--- config.mk ---
export PLATFORM = sky130hd
export DESIGN_NAME = audio_loss_conceal_fade
export DESIGN_NICKNAME = d
export VERILOG_FILES = /design/src/sv/alcf_pkg.sv /design/src/sv/audio_loss_conceal_fade.sv /design/src/sv/alcf_scale.sv
export SDC_FILE = /design/constraint.sdc
export NUM_CORES = 2
export LEC_CHECK = 0
export BUFFER_PORTS_ARGS = -buffer_cell sky130_fd_sc_hd__buf_4
export CORE_UTILIZATION = 45
export CTS_CLUSTER_DIAMETER = 30
export DETAILED_ROUTE_END_ITERATION = 10
export PLACE_DENSITY = 0.63
export SYNTH_ARGS = -nofsm -noshare
export SYNTH_HDL_FRONTEND = slang
export SYNTH_SLANG_ARGS = --single-unit
--- constraint.sdc ---
create_clock -name clk -period 9.9 [get_ports clk]
set_input_delay 0 -clock clk [delete_from_list [all_inputs] [get_ports clk]]
set_output_delay 0 -clock clk [all_outputs]
set_load 0.005 [all_outputs]
--- src/sv/alcf_pkg.sv ---
`timescale 1ns / 1ps
// Shared types and constants for the audio loss concealer with linear fade.
// Used by alcf_scale and audio_loss_conceal_fade; depends on nothing else.

package alcf_pkg;

    // Channel and sample geometry
    localparam int MAX_CHANNELS = 16;
    localparam int CH_W         = $clog2(MAX_CHANNELS);
    localparam int CHANS_W      = $clog2(MAX_CHANNELS + 1);
    localparam int SAMPLE_W     = 32;
    localparam int FADE_W       = 16;

    // Scaling unit: product width and divider pacing
    localparam int PROD_W    = SAMPLE_W + FADE_W;
    localparam int DIV_STEPS = 4;
    localparam int DIV_ITERS = PROD_W / DIV_STEPS;
    localparam int CNT_W     = $clog2(DIV_ITERS);

    // Item actions
    localparam logic ACT_OBSERVE = 1'b0;
    localparam logic ACT_CONCEAL = 1'b1;

    // Register indexes on the configuration port
    localparam logic [1:0] REG_ENABLE   = 2'd0;
    localparam logic [1:0] REG_CHANNELS = 2'd1;
    localparam logic [1:0] REG_FADE     = 2'd2;

    // Register reset values
    localparam logic [CHANS_W-1:0] CHANNELS_RST = CHANS_W'(2);
    localparam logic [FADE_W-1:0]  FADE_RST     = FADE_W'(240);

    // Frame sequencer states
    typedef enum logic [1:0] {
        ST_IDLE,
        ST_ISSUE,
        ST_WAIT,
        ST_OUT
    } alcf_state_t;

    // Scaling unit phases
    typedef enum logic [1:0] {
        PH_IDLE,
        PH_MUL,
        PH_DIV,
        PH_FIN
    } alcf_phase_t;

    // Request into the scaling unit
    typedef struct packed {
        logic                       start;
        logic signed [SAMPLE_W-1:0] sample;
        logic [FADE_W-1:0]          num;
        logic [FADE_W-1:0]          divisor;
    } scale_req_t;

    // Answer from the scaling unit
    typedef struct packed {
        logic                       done;
        logic signed [SAMPLE_W-1:0] value;
    } scale_rsp_t;

endpackage

--- src/sv/audio_loss_conceal_fade.sv ---
`timescale 1ns / 1ps
// Top level of the multichannel audio loss concealer with linear fade.
// Holds the last sample per channel and sequences alcf_scale over a frame. Uses alcf_pkg.
//
//   port group   direction  words
//   in_*         sink       observe word (one sample) or conceal word (one frame)
//   out_*        source     one faded sample per channel of a concealed frame
//   p*           apb slave  enable_conceal @0x0, channel_count @0x4, fade_length @0x8
//
// An observe word only updates a held sample. A conceal word takes each channel through
// an issue state, a multiply and the divide steps of the shared scaling unit, a finish
// state and the output state, where out_stall can hold the word. The divider works at
// 4 quotient bits a cycle. A silent frame (disabled, or position at or past the fade)
// skips the scaling unit and gives zero samples; with no channels a conceal word gives
// no output words.
// Reset clears held samples and the fade position and loads register defaults.
// in_stall is high for the whole frame; out_stall holds the pending word.

module audio_loss_conceal_fade
    import alcf_pkg::*;
(
    input  logic                       clk,
    input  logic                       rst_n,
    // input words
    input  logic                       in_valid,
    output logic                       in_stall,
    input  logic                       action,
    input  logic [CH_W-1:0]            channel_in,
    input  logic signed [SAMPLE_W-1:0] sample_in,
    input  logic                       restart_fade,
    // output words
    output logic                       out_valid,
    input  logic                       out_stall,
    output logic [CH_W-1:0]            channel_out,
    output logic signed [SAMPLE_W-1:0] sample_out,
    output logic                       last_of_frame,
    // configuration
    input  logic                       psel,
    input  logic                       penable,
    input  logic                       pwrite,
    input  logic [3:0]                 paddr,
    input  logic [31:0]                pwdata,
    output logic [31:0]                prdata,
    output logic                       pready
);

    alcf_state_t state_reg;
    alcf_state_t state_next;

    // configuration registers
    logic                 enable_reg;
    logic [CHANS_W-1:0]   channels_reg;
    logic [FADE_W-1:0]    fade_reg;

    // fade state and held samples
    logic [FADE_W-1:0]    pos_reg;
    logic signed [SAMPLE_W-1:0] held_reg [MAX_CHANNELS];

    // frame datapath
    logic                 active_reg;
    logic [FADE_W-1:0]    num_reg;
    logic [CH_W-1:0]      ch_reg;
    logic                 last_reg;
    logic signed [SAMPLE_W-1:0] sample_out_reg;

    logic                 in_accept;
    logic                 out_accept;
    logic                 cfg_write;
    logic [1:0]           cfg_index;
    logic [CHANS_W-1:0]   chans;
    logic [FADE_W-1:0]    pos_sel;
    logic                 conceal_accept;

    scale_req_t req;
    scale_rsp_t rsp;

    alcf_scale u_scale
    (
        .clk   (clk),
        .rst_n (rst_n),
        .req   (req),
        .rsp   (rsp)
    );

    // Decode handshakes
    assign in_accept      = in_valid && !in_stall;
    assign out_accept     = out_valid && !out_stall;
    assign conceal_accept = in_accept && (action == ACT_CONCEAL);
    assign cfg_write      = psel && penable && pwrite && pready;
    assign cfg_index      = paddr[3:2];
    assign pready         = 1'b1;

    // Clamp the channel count and pick the starting position
    assign chans   = (channels_reg > CHANS_W'(MAX_CHANNELS)) ? CHANS_W'(MAX_CHANNELS)
                                                              : channels_reg;
    assign pos_sel = restart_fade ? '0 : pos_reg;

    // Read back configuration
    always_comb
    begin
        unique case (cfg_index)
            REG_ENABLE:   prdata = 32'(enable_reg);
            REG_CHANNELS: prdata = 32'(channels_reg);
            REG_FADE:     prdata = 32'(fade_reg);
            default:      prdata = '0;
        endcase
    end

    // Sequence the frame
    always_comb
    begin
        state_next = state_reg;
        unique case (state_reg)
            ST_IDLE:
                if (conceal_accept && (chans != '0))
                    state_next = ST_ISSUE;
            ST_ISSUE:
                state_next = active_reg ? ST_WAIT : ST_OUT;
            ST_WAIT:
                if (rsp.done)
                    state_next = ST_OUT;
            ST_OUT:
                if (out_accept)
                    state_next = last_reg ? ST_IDLE : ST_ISSUE;
            default:
                state_next = ST_IDLE;
        endcase
    end

    // Drive handshakes and the scaling request
    always_comb
    begin
        in_stall    = (state_reg != ST_IDLE);
        out_valid   = (state_reg == ST_OUT);
        req.start   = (state_reg == ST_ISSUE) && active_reg;
        req.sample  = held_reg[ch_reg];
        req.num     = num_reg;
        req.divisor = fade_reg;
    end

    assign channel_out   = ch_reg;
    assign sample_out    = sample_out_reg;
    assign last_of_frame = last_reg;

    // Hold control state, configuration, position and held samples
    always_ff @(posedge clk or negedge rst_n)
    begin
        if (!rst_n)
        begin
            state_reg    <= ST_IDLE;
            enable_reg   <= 1'b1;
            channels_reg <= CHANNELS_RST;
            fade_reg     <= FADE_RST;
            pos_reg      <= '0;
            for (int i = 0; i < MAX_CHANNELS; i++)
                held_reg[i] <= '0;
        end
        else
        begin
            state_reg <= state_next;

            if (cfg_write)
            begin
                unique case (cfg_index)
                    REG_ENABLE:   enable_reg   <= pwdata[0];
                    REG_CHANNELS: channels_reg <= pwdata[CHANS_W-1:0];
                    REG_FADE:     fade_reg     <= pwdata[FADE_W-1:0];
                    default:
                    begin
                    end
                endcase
            end

            // overwrite the held sample of an in-range channel
            if (in_accept && (action == ACT_OBSERVE) && ({1'b0, channel_in} < chans))
                held_reg[channel_in] <= sample_in;

            // advance the position, saturating at the fade length
            if (conceal_accept)
                pos_reg <= (pos_sel < fade_reg) ? pos_sel + FADE_W'(1) : fade_reg;
        end
    end

    // Load frame datapath registers
    always_ff @(posedge clk)
    begin
        unique case (state_reg)
            ST_IDLE:
            begin
                if (conceal_accept)
                begin
                    active_reg <= enable_reg && (pos_sel < fade_reg);
                    num_reg    <= fade_reg - pos_sel;
                    ch_reg     <= '0;
                end
            end
            ST_ISSUE:
            begin
                last_reg <= ({1'b0, ch_reg} == (chans - CHANS_W'(1)));
                if (!active_reg)
                    sample_out_reg <= '0;
            end
            ST_WAIT:
            begin
                if (rsp.done)
                    sample_out_reg <= rsp.value;
            end
            ST_OUT:
            begin
                if (out_accept && !last_reg)
                    ch_reg <= ch_reg + CH_W'(1);
            end
            default:
            begin
            end
        endcase
    end

    // No new word is taken while a result is pending
    a_busy_while_out: assert property (@(posedge clk) disable iff (!rst_n)
        out_valid |-> in_stall)
        else $error("input taken while an output word is pending");

    // A delivered word is followed by a new computation, never a repeat
    a_no_repeat: assert property (@(posedge clk) disable iff (!rst_n)
        out_accept |=> !out_valid)
        else $error("output word repeated after delivery");

    // The scaling unit answers only while the sequencer waits for it
    a_done_in_wait: assert property (@(posedge clk) disable iff (!rst_n)
        rsp.done |-> (state_reg == ST_WAIT))
        else $error("scaling unit finished outside the wait state");

    // The last word of a frame returns the block to idle
    a_last_to_idle: assert property (@(posedge clk) disable iff (!rst_n)
        (out_accept && last_of_frame) |=> !in_stall)
        else $error("block stays busy after the last word of a frame");

endmodule

--- src/sv/alcf_scale.sv ---
`timescale 1ns / 1ps
// Shared scaling unit: sample * num / divisor, truncated toward zero.
// A multiply phase, then a restoring divider at DIV_STEPS bits a cycle. Uses alcf_pkg.

module alcf_scale
    import alcf_pkg::*;
(
    input  logic       clk,
    input  logic       rst_n,
    input  scale_req_t req,
    output scale_rsp_t rsp
);

    alcf_phase_t phase_reg;
    alcf_phase_t phase_next;

    logic [CNT_W-1:0]    cnt_reg;
    logic [SAMPLE_W-1:0] mag_reg;
    logic [FADE_W-1:0]   num_reg;
    logic [FADE_W-1:0]   div_reg;
    logic                neg_reg;
    logic [PROD_W-1:0]   dq_reg;
    logic [FADE_W-1:0]   rem_reg;

    logic [SAMPLE_W-1:0] mag_in;
    logic [PROD_W-1:0]   dq_step;
    logic [FADE_W-1:0]   rem_step;
    logic [SAMPLE_W-1:0] quot;

    // Take the magnitude of the sample; the most negative value maps to 2^31
    assign mag_in = req.sample[SAMPLE_W-1] ? (~req.sample + SAMPLE_W'(1)) : req.sample;

    // Run DIV_STEPS restoring divide steps on remainder and dividend/quotient word
    always_comb
    begin
        logic [FADE_W-1:0] r;
        logic [PROD_W-1:0] d;
        logic [FADE_W:0]   t;
        r = rem_reg;
        d = dq_reg;
        t = '0;
        for (int i = 0; i < DIV_STEPS; i++)
        begin
            t = {r, d[PROD_W-1]};
            d = {d[PROD_W-2:0], 1'b0};
            if (t >= {1'b0, div_reg})
            begin
                t    = t - {1'b0, div_reg};
                d[0] = 1'b1;
            end
            r = t[FADE_W-1:0];
        end
        dq_step  = d;
        rem_step = r;
    end

    // Advance the phase
    always_comb
    begin
        phase_next = phase_reg;
        unique case (phase_reg)
            PH_IDLE: if (req.start) phase_next = PH_MUL;
            PH_MUL:  phase_next = PH_DIV;
            PH_DIV:  if (cnt_reg == CNT_W'(DIV_ITERS - 1)) phase_next = PH_FIN;
            PH_FIN:  phase_next = PH_IDLE;
            default: phase_next = PH_IDLE;
        endcase
    end

    // Drive the answer: quotient sits in the low bits, sign restored here
    assign quot = dq_reg[SAMPLE_W-1:0];

    always_comb
    begin
        rsp.done  = (phase_reg == PH_FIN);
        rsp.value = neg_reg ? (~quot + SAMPLE_W'(1)) : quot;
    end

    // Hold phase and step count
    always_ff @(posedge clk or negedge rst_n)
    begin
        if (!rst_n)
        begin
            phase_reg <= PH_IDLE;
            cnt_reg   <= '0;
        end
        else
        begin
            phase_reg <= phase_next;
            if (phase_reg == PH_DIV)
                cnt_reg <= cnt_reg + CNT_W'(1);
            else
                cnt_reg <= '0;
        end
    end

    // Latch operands, multiply, then iterate the divider
    always_ff @(posedge clk)
    begin
        unique case (phase_reg)
            PH_IDLE:
            begin
                if (req.start)
                begin
                    mag_reg <= mag_in;
                    neg_reg <= req.sample[SAMPLE_W-1];
                    num_reg <= req.num;
                    div_reg <= req.divisor;
                end
            end
            PH_MUL:
            begin
                dq_reg  <= PROD_W'(mag_reg) * PROD_W'(num_reg);
                rem_reg <= '0;
            end
            PH_DIV:
            begin
                dq_reg  <= dq_step;
                rem_reg <= rem_step;
            end
            default:
            begin
            end
        endcase
    end

endmodule

==> out/results.md <==
| Quantity | Reported |
| --- | --- |
| Clk Latency, worst-skew pair | 0.80 ns |
| Buffer depth of the longest clock path | 3 |
| Maximum number of pins on one net before global-route repair | 97 |
| Vias | 37002 |
| Data arrival time of the critical path | 9.89 ns |
| Buffers and inverters on the worst path | 5 |
| CTS HTree Levels | 4 |
| Async set-or-reset flop fraction in the synthesized netlist | 75.3% |
| Sequential share of the synthesized area | 36.4% |
| Critical setup path kind | flip-flop to flip-flop |
| Total half-perimeter wirelength after legalization and detailed placement | 92800 um |
| Ys flop type | sky130_fd_sc_hd__dfrtp_1 |
| Die Width | 347 um |
| Antenna violations before repair | 2 |
| Pre-CTS setup slack | 0.235 ns |
| Routability-driven placement congestion ratio | 0.920 |
| Register Area | 19500 um2 |
| Worst path most repeated cell | sky130_fd_sc_hd__buf_4 |
| # port buffers | 117 |
| Syn avg cell area | 11.3 um2 |
| Count of final hold-check violations | 0 |
| Synthesized area | 53400 um2 |
| Setup repair after global routing missed its margin | false |
| Root cell of the clock tree | sky130_fd_sc_hd__clkbuf_16 |
| Iteration count of the initial detailed-routing pass | 7 |
| Post-Route Setup TNS | 0 ns |
| Overall routing resource usage | 23.8% |
| Most utilized layer in the global route result | met2 |
| Clock-pin slew on the worst setup and hold paths | 0.04 ns |
| GR Layer Usage met1 | 30.8% |
| Worst Tran Pin Value | 1.10 ns |
| Number of cells traversed by the worst hold path | 3 |
| Met3 demand-to-capacity share in global routing | 4.21% |
| Number of flip-flops in the largest register | 512 |
| Adder-Cell Fraction of Synth Area | 21.0% |
| Post-synthesis compound-gate area fraction | 6.88% |
| Final Skew | 0.0407 ns |
| Global-route wire length before repair | 223000 um |
| Slowest cell on the critical path | sky130_fd_sc_hd__or4_4 |
| Area occupied by multi-input gates | 31300 um2 |
| Number of fill cells | 9973 |
| Reg-to-Reg End | u_scale.rem_reg[12] |
| Dominant combinational cell family by area after synthesis | adder cells |
| Net count, final | 5720 |
| Finish-stage setup viols | 0 |
| Xor and xnor area share after synthesis | 2.53% |
| Number of antenna repair diodes | 0 |
| Required time reported for the critical path endpoint | 10.40 ns |
| Clock tree from TritonCTS | built |
| Number of slew-limit violations in the final report | 0 |
| Startpoint type of the worst setup path | flip-flop |
| Proportion of layout cells with a drive suffix above 1 | 24.8% |
| Endpoint with the worst hold slack | enable_reg |
| Cell count after synthesis | 4726 |
| GR Util met2 | 39.5% |
| Min-Delay Path Class | input port to flip-flop |
| Total number of yosys warnings | 0 |
| Maximum clock rate | 0.107 GHz |
| Gr ovfl total | 0 |
| Remaining design rule violation count | 0 |
| CTS buffer count | 170 |
| Launching point of the worst reg2reg path | u_scale.rem_reg[0] |
| Synthesized flop and latch total | 741 |
| Share of synthesized area spent on multiplexers | 17.9% |
| Routed wire length | 140000 um |
| Number of antenna-violating nets in the routed design | 0 |
| Boundary pin count | 153 |
| Drt first-iter violations | 2383 |
| Die Ht | 347 um |
| Period utilisation layout | 94.8% |
| Count of cells along the worst register-to-register path | 38 |
| Simple-Gate Fraction of Synth Area | 9.77% |
| Period minus WS final | 9.39 ns |
| Cell taking the most area after synthesis | sky130_fd_sc_hd__dfrtp_1 |
| Final routed wire length divided by cell count | 21.0 um |
| Crit end category | flip-flop |
| Total die area | 120000 um2 |
| Largest fanout of any net on the critical path | 6 |
| Mean number of vias per cell | 5.54 |
| Sink count of the clock tree | 741 |
| Worst slew margin | 26.6% |
| Setup slack on the worst flop-to-flop path | 0.51 ns |
| Share of the synthesized area in the top cell type | 25.9% |
| Worst min-delay path startpoint | pwdata[0] |
| CP delay by family, top | compound AO/OA/AOI/OAI gates |
| Largest stage delay on the critical path | 0.52 ns |
| Setup slack after layout | 0.511 ns |
| Max-cap viol count | 0 |
| Run status | completed |
| Area added between synthesis and finish | 19.5% |
| Number of flops mapped to enable cells by yosys | 183 |
| Top cells by area, synth | sky130_fd_sc_hd__dfrtp_1 26%, sky130_fd_sc_hd__fa_1 16%, sky130_fd_sc_hd__mux2_2 12% |
| Smallest hold slack | 0.0467 ns |
| Post-synthesis cell type count | 80 |
| Core Region | 118000 um2 |
| Effective utilization at floorplan | 45.3% |
| Number of global-route vias before repair | 39582 |
| Critical Path Source | u_scale.rem_reg[0] |
| Number of standard-cell rows in the floorplan | 126 |
routing by layer:
metal  up-vias  part of all wire [%]
li1      16688                     -
met4         2                   3.8
met5         -                 0.010
met1     18928                    42
met2      1082                    48
met3       302                   5.6
per-stage QoR:
stage | utilization (%) | area (um2) | std cells
3_3_place_gp | 47.8 | 56300 | 6260
6_report | 54.1 | 63800 | 6681
2_1_floorplan | - | 53500 | 4741
5_1_grt | 54.1 | 63800 | 6681
4_1_cts | 54.0 | 63700 | 6678
3_5_place_dp | 47.8 | 56300 | 6260
area by class of cell:
cell class                      instances  area share, %
Timing Repair Buffer                  356           4.68
Tap cell                             1536           3.01
Sequential cell                       741           30.5
Multi-Input combinational cell       3254           49.0
Inverter                              475           2.79
Clock buffer                          201           7.13
Clock inverter                        118           2.86
timing repair:
item                                    in CTS  in global routing
endpoints found under the hold margin      648                  0
gates resized for setup                      0                 18
endpoints found under the setup margin       0                 17
setup buffers                                0                  3
hold buffers                                99                  0
cells in the mapped netlist, types with 43 or more instances:
cell type	instances
sky130_fd_sc_hd__ha_1	218
sky130_fd_sc_hd__a21o_1	46
sky130_fd_sc_hd__xnor2_1	111
sky130_fd_sc_hd__and2_1	182
sky130_fd_sc_hd__inv_1	474
sky130_fd_sc_hd__dfrtp_1	552
sky130_fd_sc_hd__clkbuf_1	192
sky130_fd_sc_hd__a21oi_1	125
sky130_fd_sc_hd__mux2i_1	119
sky130_fd_sc_hd__xor2_1	43
sky130_fd_sc_hd__mux4_2	94
sky130_fd_sc_hd__o21ai_0	144
sky130_fd_sc_hd__nor2_1	130
sky130_fd_sc_hd__mux2_2	556
sky130_fd_sc_hd__fa_1	423
sky130_fd_sc_hd__nand2_1	563
sky130_fd_sc_hd__a221oi_1	45
sky130_fd_sc_hd__nor3_1	48
sky130_fd_sc_hd__edfxtp_1	183
layout by cell type, fill, tap and decap left out, drive strengths merged, types with 14 or more instances in the layout:
cell type,Yosys,layout
nand2,563,563
nand3,27,27
xor2,43,43
buf,78,258
clkinvlp,0,18
ha,218,218
and3,28,28
clkbuf,193,201
bufinv,0,32
mux4,94,94
o21bai,14,14
or3,15,15
o21a,21,21
mux2,557,557
nand2b,21,21
a22oi,31,31
o31ai,25,25
a21oi,125,125
nor3,48,48
a211oi,20,20
a21o,46,46
edfxtp,183,183
o41ai,14,14
dlygate4sd3,0,98
inv,474,488
nand4,20,20
and2,182,182
mux2i,119,119
dfrtp,552,552
conb,2,17
clkinv,1,55
o21ai,146,146
a221oi,45,45
nor2,130,130
xnor2,111,111
nor2b,29,29
fa,423,423
worst min-delay path, delay by kind of cell:
kind / cells / cell delay (ns)
buf+inv: 2 / 0.64
mux: 1 / 0.14
how the worst max path moves through the flow:
stage | end | slack, ns | cells past startpoint
after floorplan | u_scale.rem_reg[12] | 0.05 | 46
after global placement | u_scale.rem_reg[10] | 0.33 | 42
after detailed placement | u_scale.rem_reg[9] | 0.24 | 42
after CTS | u_scale.rem_reg[9] | 0.19 | 42
after global routing | u_scale.rem_reg[15] | 0.001 | 41
final | u_scale.rem_reg[12] | 0.51 | 38
kinds of logic (layout without fill, tap and decap cells):
kind of cell / count (synthesis) / count (layout)
simple gates: 1114 / 1114
mux: 770 / 770
buf+inv: 746 / 1150
flops: 741 / 741
fa+ha+maj: 641 / 641
compound gates: 558 / 558
xor+xnor: 154 / 154
other cells: 2 / 17
Power is left out: the tool's default activity adds up to more than one toggle a clock period on the data nets, which glitch-free logic cannot reach.
